[config.mk]
export PLATFORM = sky130hd
export DESIGN_NAME = bbe_fifo
export DESIGN_NICKNAME = d
export VERILOG_FILES = /design/src/sv/bbe_pkg.sv /design/src/sv/bbe_fifo.sv
export SDC_FILE = /design/constraint.sdc
export NUM_CORES = 1
export LEC_CHECK = 0
export BUFFER_PORTS_ARGS = -buffer_cell sky130_fd_sc_hd__buf_2
export CELL_PAD_IN_SITES_DETAIL_PLACEMENT = 0
export CELL_PAD_IN_SITES_GLOBAL_PLACEMENT = 1
export CORE_MARGIN = 5
export CORE_UTILIZATION = 30
export CTS_BUF_LIST = sky130_fd_sc_hd__clkbuf_2
export DETAILED_ROUTE_END_ITERATION = 10
export GPL_ROUTABILITY_DRIVEN = 0
export PLACE_DENSITY = 0.62
export SYNTH_ARGS = -nofsm -noshare
export SYNTH_HDL_FRONTEND = slang
export SYNTH_SLANG_ARGS = --single-unit
[constraint.sdc]
create_clock -name clk -period 11.73 [get_ports clk]
set_clock_uncertainty 0.05 [all_clocks]
set_input_delay 2.346 -clock clk [delete_from_list [all_inputs] [get_ports clk]]
set_output_delay 2.346 -clock clk [all_outputs]
set_load 0.03 [all_outputs]
[src/sv/bbe_pkg.sv]
// shared types, constants and helpers of the edge aware 3x3 box blur
package bbe_pkg;

    localparam int MAX_WIDTH  = 2048;
    localparam int MAX_HEIGHT = 2048;

    // register field width and derived counter widths
    localparam int DIM_W = 12;
    localparam int COL_W = $clog2(MAX_WIDTH);
    localparam int ROW_W = $clog2(MAX_HEIGHT);
    localparam int CNT_W = $clog2(MAX_WIDTH * MAX_HEIGHT + MAX_WIDTH + 2);

    localparam int CH_W  = 8;
    localparam int PIX_W = 3 * CH_W;
    localparam int SUM_W = 12;
    localparam int X_W   = 13;
    localparam int N_W   = 4;
    localparam int D_W   = 5;
    localparam int RCP_W = 16;
    localparam int RCP_SHIFT = 16;

    localparam int FIFO_DEPTH = 2;

    // configuration register indexes
    localparam int CFG_IDX_W = 1;
    localparam logic [CFG_IDX_W-1:0] REG_FRAME_WIDTH  = 1'b0;
    localparam logic [CFG_IDX_W-1:0] REG_FRAME_HEIGHT = 1'b1;

    localparam logic [DIM_W-1:0] RESET_WIDTH  = 12'd640;
    localparam logic [DIM_W-1:0] RESET_HEIGHT = 12'd480;

    typedef logic [PIX_W-1:0] pixel_t;
    typedef pixel_t [2:0][2:0] window_t;

    // one output job handed from front to back
    typedef struct packed {
        window_t          win;
        logic [2:0][2:0]  mask;
        logic             last;
    } job_t;

    typedef enum logic {F_IDLE, F_UPD} front_state_t;
    typedef enum logic [2:0] {B_IDLE, B_SUM, B_MUL, B_FIX, B_OUT} back_state_t;

    // floor(2^16 / (2n)) for n in 1..9
    function automatic logic [RCP_W-1:0] recip(input logic [N_W-1:0] n);
        logic [RCP_W-1:0] r;
        case (n)
            4'd1:    r = 16'd32768;
            4'd2:    r = 16'd16384;
            4'd3:    r = 16'd10922;
            4'd4:    r = 16'd8192;
            4'd5:    r = 16'd6553;
            4'd6:    r = 16'd5461;
            4'd7:    r = 16'd4681;
            4'd8:    r = 16'd4096;
            4'd9:    r = 16'd3640;
            default: r = 16'd0;
        endcase
        return r;
    endfunction

endpackage

[src/sv/bbe_fifo.sv]
// short job queue between front and back
module bbe_fifo
    import bbe_pkg::*;
(
    input  logic clk,
    input  logic rst_n,
    input  logic push,
    input  job_t push_job,
    output logic full,
    input  logic pop,
    output job_t pop_job,
    output logic empty
);

    localparam int PTR_W = $clog2(FIFO_DEPTH);

    job_t                 entry_reg [FIFO_DEPTH];
    logic [PTR_W-1:0]     wr_ptr_reg, rd_ptr_reg;
    logic [PTR_W:0]       count_reg;

    assign full    = (count_reg == (PTR_W+1)'(FIFO_DEPTH));
    assign empty   = (count_reg == '0);
    assign pop_job = entry_reg[rd_ptr_reg];

    // pointers and fill count
    always_ff @(posedge clk or negedge rst_n)
    begin
        if (!rst_n)
        begin
            wr_ptr_reg <= '0;
            rd_ptr_reg <= '0;
            count_reg  <= '0;
        end
        else
        begin
            if (push)
                wr_ptr_reg <= (wr_ptr_reg == PTR_W'(FIFO_DEPTH - 1)) ? '0 : wr_ptr_reg + 1'b1;
            if (pop)
                rd_ptr_reg <= (rd_ptr_reg == PTR_W'(FIFO_DEPTH - 1)) ? '0 : rd_ptr_reg + 1'b1;
            if (push && !pop)
                count_reg <= count_reg + 1'b1;
            else if (pop && !push)
                count_reg <= count_reg - 1'b1;
        end
    end

    // entry storage
    always_ff @(posedge clk)
    begin
        if (push)
            entry_reg[wr_ptr_reg] <= push_job;
    end

endmodule

======== Yosys cells after proc, flatten, opt, wreduce, memory -nomap -nowiden ========
Memories as Yosys holds them, arrays and structs flattened.
Index checks and enable logic that the tools add are counted.
cells by class
  $add $sub $neg .......................... 4
  eq/ne operators ......................... 1
  multiplexer cells ....................... 6
  reductions and logical operators ........ 6
operators with widths
  cell                                               count
  2-to-1 mux 1 bit                                   4
  2-to-1 mux 2 bit                                   2
  adder 1 bit (second input constant)                2
  adder 2 x 1 -> 2 bit (second input constant)       1
  equality test 2 bit (second input constant)        1
  logical AND 1 bit                                  2
  logical NOT 1 bit                                  2
  logical NOT 2 bit                                  1
  nonzero test 2 bit                                 1
  subtractor 2 x 1 -> 2 bit (second input constant)  1
storage, ports and cells
  register bits ........................... 4
  memory bits (writable) .................. 452
  bits of input ports ..................... 230
  output and inout bits ................... 228
  logic and storage cells ................. 21
  memories kept ........................... 1
memory list
  name       words  bits a word  read ports  clocked after memory_dff  wr ports  line            RTL
  entry_reg  2      226          1           0                         1         bbe_fifo.sv:17  job_t entry_reg [FIFO_DEPTH];

======== Longest topological paths before layout ========
  depth after elaboration ................. 4
  mapped depth ............................ 5
  mapped depth without buffers ............ 5

======== Worst setup path before layout ========
OpenSTA, ideal clock, no wires.
  path kind ............................... input-to-reg
  start ................................... in push
  end ..................................... mem entry_reg[0][0] in the netlist's numbering (enable)
  library setup time ...................... 0.843 ns
  arrival ................................. 12.080 ns
  required time ........................... 10.837 ns
  setup slack ............................. -1.244 ns
  stages on the path ...................... 1
  buffers on the path ..................... 0
  path through ............................ nor2b_1
on the way
  word-level cells in the longest chain between the ends .. 2
RTL lines
  what                                    line            RTL
  from (decl)                             bbe_fifo.sv:7   input logic push,
  2-to-1 mux 1 bit                        bbe_fifo.sv:50  if (push)
  2-to-1 mux 1 bit (implied by the code)  bbe_fifo.sv:51  entry_reg[wr_ptr_reg] <= push_job;
  to (decl)                               bbe_fifo.sv:17
Every way passes these cells.

==> results.md <==
* Outcome: finished, final reports clean
* Area after DPL at 19700 µm²
* Post-layout nets at 1508
* Top cells by area, synth: edfxtp_1 (82%), mux2_2 (13%), mux2_4 (2.7%), dfrtp_1 (0.60%), buf_4 (0.50%)
* Final HPWL DP at 27100 µm
* Leak Pwr at 7.99 nW
* DIE HEIGHT at 245 µm
* Syn nets at 950
* CTS Buf Count at 115
* Final WL at 39500 µm
* Number of flip-flops in the largest register at 452
* Worst-path clk slew at 0.09 ns
* DRC at 0
* Synth cell types at 14
* Setup CP Type: reg2out
* Ys Warns at 0
* Sequential power share at 43.4%
* Pwr/cell area at 252 nW/µm²
* NetSw at 0.00199 W
* Largest net degree at the start of global routing at 73
* IO Pins at 458
* CP max FO at 62
* CTS-repair resized insts at 0
* Total global-route track usage at 12.7%
* Core Rows at 86
* Syn Inst Count at 719
* Pre-Repair DR Iteration Count at 4
* Internal at 0.00324 W
* Clk Latency, worst-skew pair at 1.02 ns
* H-tree depth at 3
* Via/cell ratio at 4.19
* Most common cell after layout, fill and taps aside: buf_2
* GRT overflow at 0
* Mapped Area at 16600 µm²
* Area Overhead vs Synth at 25.2%
* Port buffer count at 457
* WP data arrival at 4.11 ns
* Synth Register Bits at 456
* RSZ-0062 raised after global routing: no
* First-pass GRT wire length at 57600 µm
* Switch share at 38.1%
* Setup crit end kind: output pin
* Register area share after synthesis at 82.4%
* Setup TNS Final at 0 ns
* Layout cells sized above 1 at 64.3%
* Clock Path Buffers at 3
* Final cell count without fillers at 2117
* Post-CTS Setup Inserts at 0
* Fin crit share at 55.5%
* Via Count at 8869
* Setup violators final at 0
* Final Max Tran Viols at 0
* Clock power share at 19.8%
* Peak supply drop at 0.135 mV
* CTS tree: done
* Fmax at 154 MHz
* WP data required at 9.33 ns
* Comb pwr share at 36.8%
* Vias in the first global route at 9595
* Post-DR wirelength/cell at 18.7 µm
* Commonest non-fill, non-tap cells in the layout: buf_2 (457), edfxtp_1 (452), mux2_2 (196)
* Final Util at 37.8%
* DRT antenna net count at 0
* Hold depth at 1
* R2r worst-path depth at 3
* CORE AREA at 55000 µm²
* Clk sinks at 456
* Final hold vios at 0
* Starting density of the core at 30.2%
* Synth top area share at 81.8%
* Root buf cell: clkbuf_2
* Syn Area/Cell at 23.1 µm²
* Post-route cell area at 20800 µm²
* Die width at 245 µm
* Slew HR at 29.8%
* Worst Hold Class: reg2reg
* Max-cap viol count at 0
* Min Tclk post-route at 6.51 ns
* Die area at 60100 µm²
* 1st-iter DRT viols at 317
* Crit start category: flop
* Post-synth top area cell: edfxtp_1
* Worst Max-Slew Pin Slew at 1.05 ns
* Hold Buf Count CTS at 0
* Pwr Total at 0.00523 W
* Post-placement cell count at 1908
* Antenna violations before repair at 16
## cell usage after synthesis, drive strengths merged
cell type,number
and2,1
buf,25
dfrtp,4
edfxtp,452
ha,1
inv,1
mux2,226
nor2,2
nor2b,2
xnor2,1
xor2,4
## per-stage QoR
step	hold WS [ns]	setup slack [ns]
6_report	0.448	5.22
5_1_grt	0.472	4.76
4_1_cts	0.455	4.89
3_5_place_dp	0.434	5.97
3_3_place_gp	0.428	6.02
2_1_floorplan	0.406	3.01
## worst max-delay path, cell delays in order (launching register included)
cell,delay [ns]
dfrtp_4,0.89
buf_4,0.72
buf_4,0.71
mux2_2,0.42
buf_2,0.18
## final timing paths
kind,from,end,slack [ns]
max reg2reg,wr_ptr_reg,entry_reg[0][51],8.25
min,count_reg[1],count_reg[1],0.45
max,rd_ptr_reg,pop_job[8],5.22
min in group asynchronous,rst_n,wr_ptr_reg,1.08
min reg2reg,count_reg[1],count_reg[1],0.45
max in group asynchronous,rst_n,rd_ptr_reg,10.38
## area by class of cell
| class | instances | area [µm²] |
|---|---|---|
| Antenna cell | 12 | 30.0 |
| Clock buffer | 169 | 846 |
| Clock inverter | 28 | 176 |
| Fill cell | 5253 | 34200 |
| Inverter | 1 | 3.75 |
| Multi-Input combinational cell | 237 | 2750 |
| Sequential cell | 456 | 13700 |
| Tap cell | 748 | 936 |
| Timing Repair Buffer | 466 | 2350 |
## power groups by stage
stage | Combinational, W | Sequential (W) | Clock [W]
final | 0.00193 | 0.00227 | 0.00103
after floorplan | 0.00146 | 0.00231 | 0
after global routing | 0.00204 | 0.00230 | 0.00118
after CTS | 0.00197 | 0.00228 | 0.00110
after detailed placement | 0.00197 | 0.00231 | 0
after global placement | 0.00196 | 0.00231 | 0
## routing by layer
layer  vias up  share of wire, %  GRT usage (%)
met5         -              0.20              0
met4        12               3.4           5.63
met3       108               9.3           6.09
met2       373                51           21.6
met1      4297                36           13.5
li1       4079                 -              -
## cell families (layout without fill, tap and decap cells)
group | count (synthesis) | after routing | synth area share (%)
flops | 456 | 456 | 82.4
mux | 226 | 226 | 16.0
buf+inv | 26 | 664 | 1.09
xor+xnor | 5 | 5 | 0.264
simple gates | 5 | 5 | 0.158
fa+ha+maj | 1 | 1 | 0.0754
other cells | 0 | 12 | 0
No activity file was read; power rests on OpenSTA's default activity.
