==> src/sv/bbe_pkg.sv <==
// shared types, constants and helpers of the edge aware 3x3 box blur
package bbe_pkg;

    localparam int MAX_WIDTH  = 2048;
    localparam int MAX_HEIGHT = 2048;

    // register field width and derived counter widths
    localparam int DIM_W = 12;
    localparam int COL_W = $clog2(MAX_WIDTH);
    localparam int ROW_W = $clog2(MAX_HEIGHT);
    localparam int CNT_W = $clog2(MAX_WIDTH * MAX_HEIGHT + MAX_WIDTH + 2);

    localparam int CH_W  = 8;
    localparam int PIX_W = 3 * CH_W;
    localparam int SUM_W = 12;
    localparam int X_W   = 13;
    localparam int N_W   = 4;
    localparam int D_W   = 5;
    localparam int RCP_W = 16;
    localparam int RCP_SHIFT = 16;

    localparam int FIFO_DEPTH = 2;

    // configuration register indexes
    localparam int CFG_IDX_W = 1;
    localparam logic [CFG_IDX_W-1:0] REG_FRAME_WIDTH  = 1'b0;
    localparam logic [CFG_IDX_W-1:0] REG_FRAME_HEIGHT = 1'b1;

    localparam logic [DIM_W-1:0] RESET_WIDTH  = 12'd640;
    localparam logic [DIM_W-1:0] RESET_HEIGHT = 12'd480;

    typedef logic [PIX_W-1:0] pixel_t;
    typedef pixel_t [2:0][2:0] window_t;

    // one output job handed from front to back
    typedef struct packed {
        window_t          win;
        logic [2:0][2:0]  mask;
        logic             last;
    } job_t;

    typedef enum logic {F_IDLE, F_UPD} front_state_t;
    typedef enum logic [2:0] {B_IDLE, B_SUM, B_MUL, B_FIX, B_OUT} back_state_t;

    // floor(2^16 / (2n)) for n in 1..9
    function automatic logic [RCP_W-1:0] recip(input logic [N_W-1:0] n);
        logic [RCP_W-1:0] r;
        case (n)
            4'd1:    r = 16'd32768;
            4'd2:    r = 16'd16384;
            4'd3:    r = 16'd10922;
            4'd4:    r = 16'd8192;
            4'd5:    r = 16'd6553;
            4'd6:    r = 16'd5461;
            4'd7:    r = 16'd4681;
            4'd8:    r = 16'd4096;
            4'd9:    r = 16'd3640;
            default: r = 16'd0;
        endcase
        return r;
    endfunction

endpackage

==> src/sv/bbe_back.sv <==
// back end: neighborhood sums, rounded mean by reciprocal and output register
module bbe_back
    import bbe_pkg::*;
(
    input  logic            clk,
    input  logic            rst_n,
    output logic            pop,
    input  job_t            pop_job,
    input  logic            empty,
    output logic            out_valid,
    input  logic            out_stall,
    output logic [CH_W-1:0] blue_out,
    output logic [CH_W-1:0] green_out,
    output logic [CH_W-1:0] red_out,
    output logic            frame_end
);

    back_state_t state_reg, state_next;

    job_t                  job_reg;
    logic [2:0][X_W-1:0]   x_reg;
    logic [2:0][CH_W-1:0]  q0_reg;
    logic [2:0][CH_W-1:0]  res_reg;
    logic [N_W-1:0]        n_reg;
    logic                  last_reg;

    logic [2:0][SUM_W-1:0]        sum;
    logic [N_W-1:0]               n;
    logic [2:0][X_W+RCP_W-1:0]    prod;
    logic [D_W-1:0]               d;
    logic [2:0][X_W-1:0]          rem;
    logic [2:0][CH_W-1:0]         q;

    assign pop       = (state_reg == B_IDLE) && !empty;
    assign out_valid = (state_reg == B_OUT);
    assign blue_out  = res_reg[0];
    assign green_out = res_reg[1];
    assign red_out   = res_reg[2];
    assign frame_end = last_reg;
    assign d         = {n_reg, 1'b0};

    // masked sums over the window
    always_comb
    begin
        sum = '0;
        n   = '0;
        for (int r = 0; r < 3; r++)
        begin
            for (int c = 0; c < 3; c++)
            begin
                if (job_reg.mask[r][c])
                begin
                    n = n + 1'b1;
                    for (int ch = 0; ch < 3; ch++)
                        sum[ch] = sum[ch] + SUM_W'(job_reg.win[r][c][ch*CH_W +: CH_W]);
                end
            end
        end
    end

    // quotient estimate and one step correction
    always_comb
    begin
        for (int ch = 0; ch < 3; ch++)
        begin
            prod[ch] = x_reg[ch] * recip(n_reg);
            rem[ch]  = X_W'(x_reg[ch] - X_W'(q0_reg[ch]) * X_W'(d));
            q[ch]    = (rem[ch] >= X_W'(d)) ? q0_reg[ch] + 1'b1 : q0_reg[ch];
        end
    end

    // state register
    always_ff @(posedge clk or negedge rst_n)
    begin
        if (!rst_n)
            state_reg <= B_IDLE;
        else
            state_reg <= state_next;
    end

    // sequencer
    always_comb
    begin
        state_next = state_reg;
        case (state_reg)
            B_IDLE:  if (!empty) state_next = B_SUM;
            B_SUM:   state_next = B_MUL;
            B_MUL:   state_next = B_FIX;
            B_FIX:   state_next = B_OUT;
            B_OUT:   if (!out_stall) state_next = B_IDLE;
            default: state_next = B_IDLE;
        endcase
    end

    // datapath registers
    always_ff @(posedge clk)
    begin
        if (pop)
            job_reg <= pop_job;
        if (state_reg == B_SUM)
        begin
            n_reg    <= n;
            last_reg <= job_reg.last;
            for (int ch = 0; ch < 3; ch++)
                x_reg[ch] <= X_W'({sum[ch], 1'b0} + n);
        end
        if (state_reg == B_MUL)
        begin
            for (int ch = 0; ch < 3; ch++)
                q0_reg[ch] <= prod[ch][RCP_SHIFT +: CH_W];
        end
        if (state_reg == B_FIX)
            res_reg <= q;
    end

endmodule

==> config.mk <==
export PLATFORM = sky130hd
export DESIGN_NAME = bbe_back
export DESIGN_NICKNAME = d
export VERILOG_FILES = /design/src/sv/bbe_pkg.sv /design/src/sv/bbe_back.sv
export SDC_FILE = /design/constraint.sdc
export NUM_CORES = 2
export LEC_CHECK = 0
export ABC_AREA = 1
export BUFFER_PORTS_ARGS = -buffer_cell sky130_fd_sc_hd__clkbuf_2
export CORE_MARGIN = 5
export CORE_UTILIZATION = 50
export CTS_CLUSTER_SIZE = 28
export DETAILED_ROUTE_END_ITERATION = 10
export GPL_TIMING_DRIVEN = 1
export PLACE_DENSITY = 0.66
export SYNTH_ARGS = -nofsm -noshare
export SYNTH_HDL_FRONTEND = slang
export SYNTH_SLANG_ARGS = --single-unit
==> constraint.sdc <==
create_clock -name clk -period 23.2 [get_ports clk]
set_input_delay 4.64 -clock clk [delete_from_list [all_inputs] [get_ports clk]]
set_output_delay 4.64 -clock clk [all_outputs]
set_load 0.03 [all_outputs]
Word level (Yosys, flattened, before mapping)
Memories as Yosys holds them, arrays and structs flattened. A register that Yosys moved wholly into a read port is not among the register bits. Cells that the tools add are included.

Register bits: 321. Latch bits: 0. Bits in writable memories: 0. Memory bits (read-only): 768. Input port bits: 230. Output and inout bits: 27. Memories: 3.

$add $sub $neg: 41. Multipliers: 6. Div/mod/pow operators: 0. $lt $le $gt $ge: 3. Equality and inequality tests: 6. Shift-type cells: 0. Multiplexer cells: 27. Bitwise operators: 0. Reductions and logical operators: 4.

Memories: (name not given) (depth 16, bits a word 16, read ports 1, clocked after Yosys merged registers in 1, wr ports 0, RTL line bbe_pkg.sv:48) `case (n)`; (name not given) (depth 16, bits a word 16, read ports 1, clocked after Yosys merged registers in 1, wr ports 0, RTL line bbe_pkg.sv:48); (name not given) (depth 16, bits a word 16, read ports 1, clocked after Yosys merged registers in 1, wr ports 0, RTL line bbe_pkg.sv:48).

Operators with widths (number): 12-bit by 8-bit adder with 12-bit output (24); 36-bit two-way mux (8); 13-bit by 16-bit multiplier with 24-bit output (3); 4-bit two-way mux (11); 13-bit by 4-bit adder with 13-bit output (3); 13-bit by 5-bit >= comparator with 1-bit output (3); 13-bit subtractor (3); 8-bit by 4-bit multiplier with 12-bit output (3); 4-bit by 1-bit adder with 4-bit output (second input constant) (8); 32-bit two-way mux (1); 8-bit by 1-bit adder with 8-bit output (second input constant) (3); 8-bit two-way mux (3); 3-bit one-hot mux with 5 select lines (1); 3-bit by 2-bit == test with 1-bit output (second input constant) (2); 3-bit two-way mux (2); 2-bit inequality test (second input constant) (2); 3-bit by 1-bit == test with 1-bit output (second input constant) (1); 3-bit == test (second input constant) (1); 3-bit zero test (1); 2-bit AND reduction (1); 1-bit logical AND (1); 1-bit zero test (1); 1-bit two-way mux (1).

Logic depth before layout (Yosys ltp)
Depth after elaboration: 18. Gate-level depth with buffers: 69. Depth with buffers taken out: 66.

Worst setup path after synthesis
No wires, ideal clock.

Path kind: input port to output port. From: input port empty. To: output port pop. Arrival time: 20531 ps. Required time: 18560 ps. Path slack: -1971 ps. Stages: 1. Cell sequence: nor3_1.

Word-level cells in the longest chain between the ends: 2.

RTL lines: start: declaration (RTL line bbe_back.sv:9) `input logic empty,`; 1-bit zero test; 1-bit logical AND (RTL line bbe_back.sv:34) `assign pop = (state_reg == B_IDLE) && !empty;`; end: declaration (RTL line bbe_back.sv:7) `output logic pop,`.

Every way passes these cells.

Final worst setup path
Ends and elaborated chain as after synthesis.

==> impl_metrics.csv <==
group,metric,value,unit
global_route,grt_use_total,0.2290,
global_route,antenna_found_initial,1,
timing,worstMarginPinSlew,1185,ps
cts,cts_root_buf,"clkbuf_16",
timing,rsz0062_at_grt,"false",
synthesis,synth_area_leaders,"fa_1 (22%), edfxtp_1 (21%), ha_1 (13%)",
place,hpwl,89040,um
layout,num-nets-final,7005,
synthesis,synth-edff-count,315,
cts,cts_hold_buf,0,
route,met2_length,55560,um
synthesis,syn_area_per_cell,7.976,um2
cts,cts_setup_buffers,0,
floorplan,rows,110,
synthesis,netlist_instances,5673,
floorplan,initial_core_util,0.5034,
route,routedWlPerCell,15.63,um
worst_setup_path,r2r_start,"job_reg[1]",
timing,setup_violations,0,
global_route,overflow,0,
worst_setup_path,cp.arrival,5560,ps
timing,fmax,98.02,MHz
worst_setup_path,rr_worst_depth,54,
floorplan,die_w,310.8,um
worst_setup_path,crit_type,"in2out",
place,place_congestion,0.8773,
status,status,"completed",
route,vias,35809,
synthesis,netlist_area,45250,um2
synthesis,yosysMostFrequentCell,"nand2_1",
cts,path_clk_slew,50,ps
route,drcViolationCount,0,
route,wl_met3,5352,um
floorplan,dieHeight,310.8,um
cts,cts_buffers,42,
cts,cts_sinks,334,
synthesis,syn_nets,6858,
timing,finalSetupTns,0,ps
floorplan,core_area,89870,um2
cts,cts_resized,0,
layout,syn2layout_area_growth,8.194,%
route,drt-pass1-iter-count,6,
synthesis,yosys_warnings,0,
worst_setup_path,start_kind,"primary input",
worst_setup_path,rrSetupSlack,13560,ps
synthesis,ys_top_cells_by_count,"nand2_1 (1489), inv_1 (1232), fa_1 (501), ha_1 (454), edfxtp_1 (315)",
route,drt_wl_total,109900,um
job,drv_cap,0,
timing,slew_headroom,0.2094,
route,viasPerCell,5.094,
worst_setup_path,crit_path_end_kind,"output pin",
global_route,grt_max_degree,154,
timing,fin_crit,10200,ps
place,post-place-ws,12960,ps
timing,fin_crit_sh,0.4397,
synthesis,synth_top_area_share,0.2217,
timing,skew,28.92,ps
synthesis,synth-main-ff-cell,"edfxtp_1",
layout,largest_register_ffs,226,
hold_path,hold_end,"frame_end",
global_route,grt_pass1_wl,181000,um
synthesis,seq_area_frac_synth,0.2178,
synthesis,synth_seq_cells,334,
hold_path,hold_path_depth,0,
synthesis,synth_top_area_cell,"fa_1",
global_route,grt_pass1_vias,36827,
route,wl_met1,45930,um
hold_path,hp-class,"reg2reg",
timing,final_max_slew_viol_count,0,
route,highest_layer,"met4",
layout,postLayoutCoreUtil,0.5447,
floorplan,ioPinCount,257,
cts,clockBufferDepth,3,
route,ant_nets,0,
hold_path,holdCritStartpoint,"job_reg[0]",
place,portBuffers,256,
worst_setup_path,required,18560,ps
cts,htreeDepth,2,
worst_setup_path,critPathMaxFanout,8,
layout,fillers,8440,
synthesis,async_flop_share,0.008982,
layout,drive_gt1_frac,0.09108,
timing,fin_ws,13000,ps
route,drt_iter0_markers,1725,
worst_setup_path,rr_endpoint,"x_reg[25]",
cts,insertion_delay,610,ps
cts,cts_tree,"built",
floorplan,dieArea,96610,um2
synthesis,synth.distinct_cells,57,
timing,final-hold-violation-count,0,
-- worst max-delay path by stage --
stage	slack, ps	end	from	depth (start not counted)
finish	13000	pop	empty	3
global route	12440	x_reg[38]	job_reg[1]	58
CTS	12960	pop	empty	3
detailed placement	12960	pop	empty	3
global placement	12970	pop	empty	3
floorplan	5180	pop	empty	1
-- layout by cell type, fill, tap and decap left out, types with 5 or more instances in the layout --
cell | netlist | routed
o211ai_1 | 8 | 8
xor2_1 | 147 | 147
nand3b_1 | 15 | 15
fa_1 | 501 | 501
o31ai_1 | 7 | 7
clkinv_1 | 2 | 5
o22ai_1 | 5 | 5
clkinv_2 | 0 | 10
a21o_1 | 18 | 18
o21ai_1 | 27 | 27
inv_1 | 1232 | 1232
inv_2 | 16 | 16
buf_4 | 1 | 40
xnor2_1 | 78 | 78
nor2_2 | 11 | 13
a31oi_1 | 32 | 32
o21bai_1 | 14 | 14
dfxtp_2 | 0 | 9
a211oi_1 | 14 | 14
a21boi_0 | 6 | 6
o21a_1 | 8 | 8
nand3_1 | 257 | 257
nor3_1 | 17 | 16
clkbuf_2 | 0 | 256
nand2_2 | 54 | 54
clkbuf_16 | 0 | 45
o21ai_0 | 150 | 150
and2_1 | 28 | 28
a21oi_1 | 202 | 202
dfxtp_1 | 16 | 7
nand2_1 | 1489 | 1489
or2_2 | 29 | 29
nand2_4 | 11 | 11
o21ai_2 | 5 | 5
nand4_1 | 45 | 45
clkbuf_1 | 138 | 7
nand3_2 | 20 | 20
ha_1 | 454 | 454
edfxtp_1 | 315 | 315
nor2_1 | 218 | 215
-- critical path: stages --
cell and delay, ps:
clkbuf_2 110, nor3_4 490, clkbuf_2 310
-- through the flow --
| stage | cells | cell area, um2 | hold WS, ps |
|---|---|---|---|
| 6_report | 7029 | 48950 | 424.4 |
| 3_3_place_gp | 6952 | 47600 | 402.7 |
| 4_1_cts | 7028 | 48950 | 431.7 |
| 5_1_grt | 7029 | 48950 | 443.2 |
| 3_5_place_dp | 6952 | 47600 | 418.5 |
| 2_1_floorplan | 5673 | 45250 | 400.3 |
-- cells by family after synthesis --
logic type / synth area share
buffers and inverters: 0.1205
adder cells (fa/ha/maj): 0.3472
AND/OR/NAND/NOR: 0.2075
XOR/XNOR: 0.04455
flip-flops: 0.2178
AO/OA/AOI/OAI: 0.06192
multiplexers: 0.0004701
-- layer usage --
metal,track usage,vias to the layer above
li1,-,17758
met1,0.2837,17149
met2,0.4195,751
met3,0.03057,151
met4,0.06390,0
met5,0,-
-- layout make-up --
class,count,area (um2),area share
multi-input combinational,3894,29960,0.6120
sequential,334,9866,0.2015
inverter,1251,4698,0.09597
timing repair buffer,297,1602,0.03272
tap,1176,1471,0.03006
clock buffer,53,1166,0.02382
clock inverter,23,186.4,0.003808
antenna,1,2.502,0.00005112
Power is left out: the tool's default activity adds up to more than one toggle a clock period on the data nets, which glitch-free logic cannot reach.
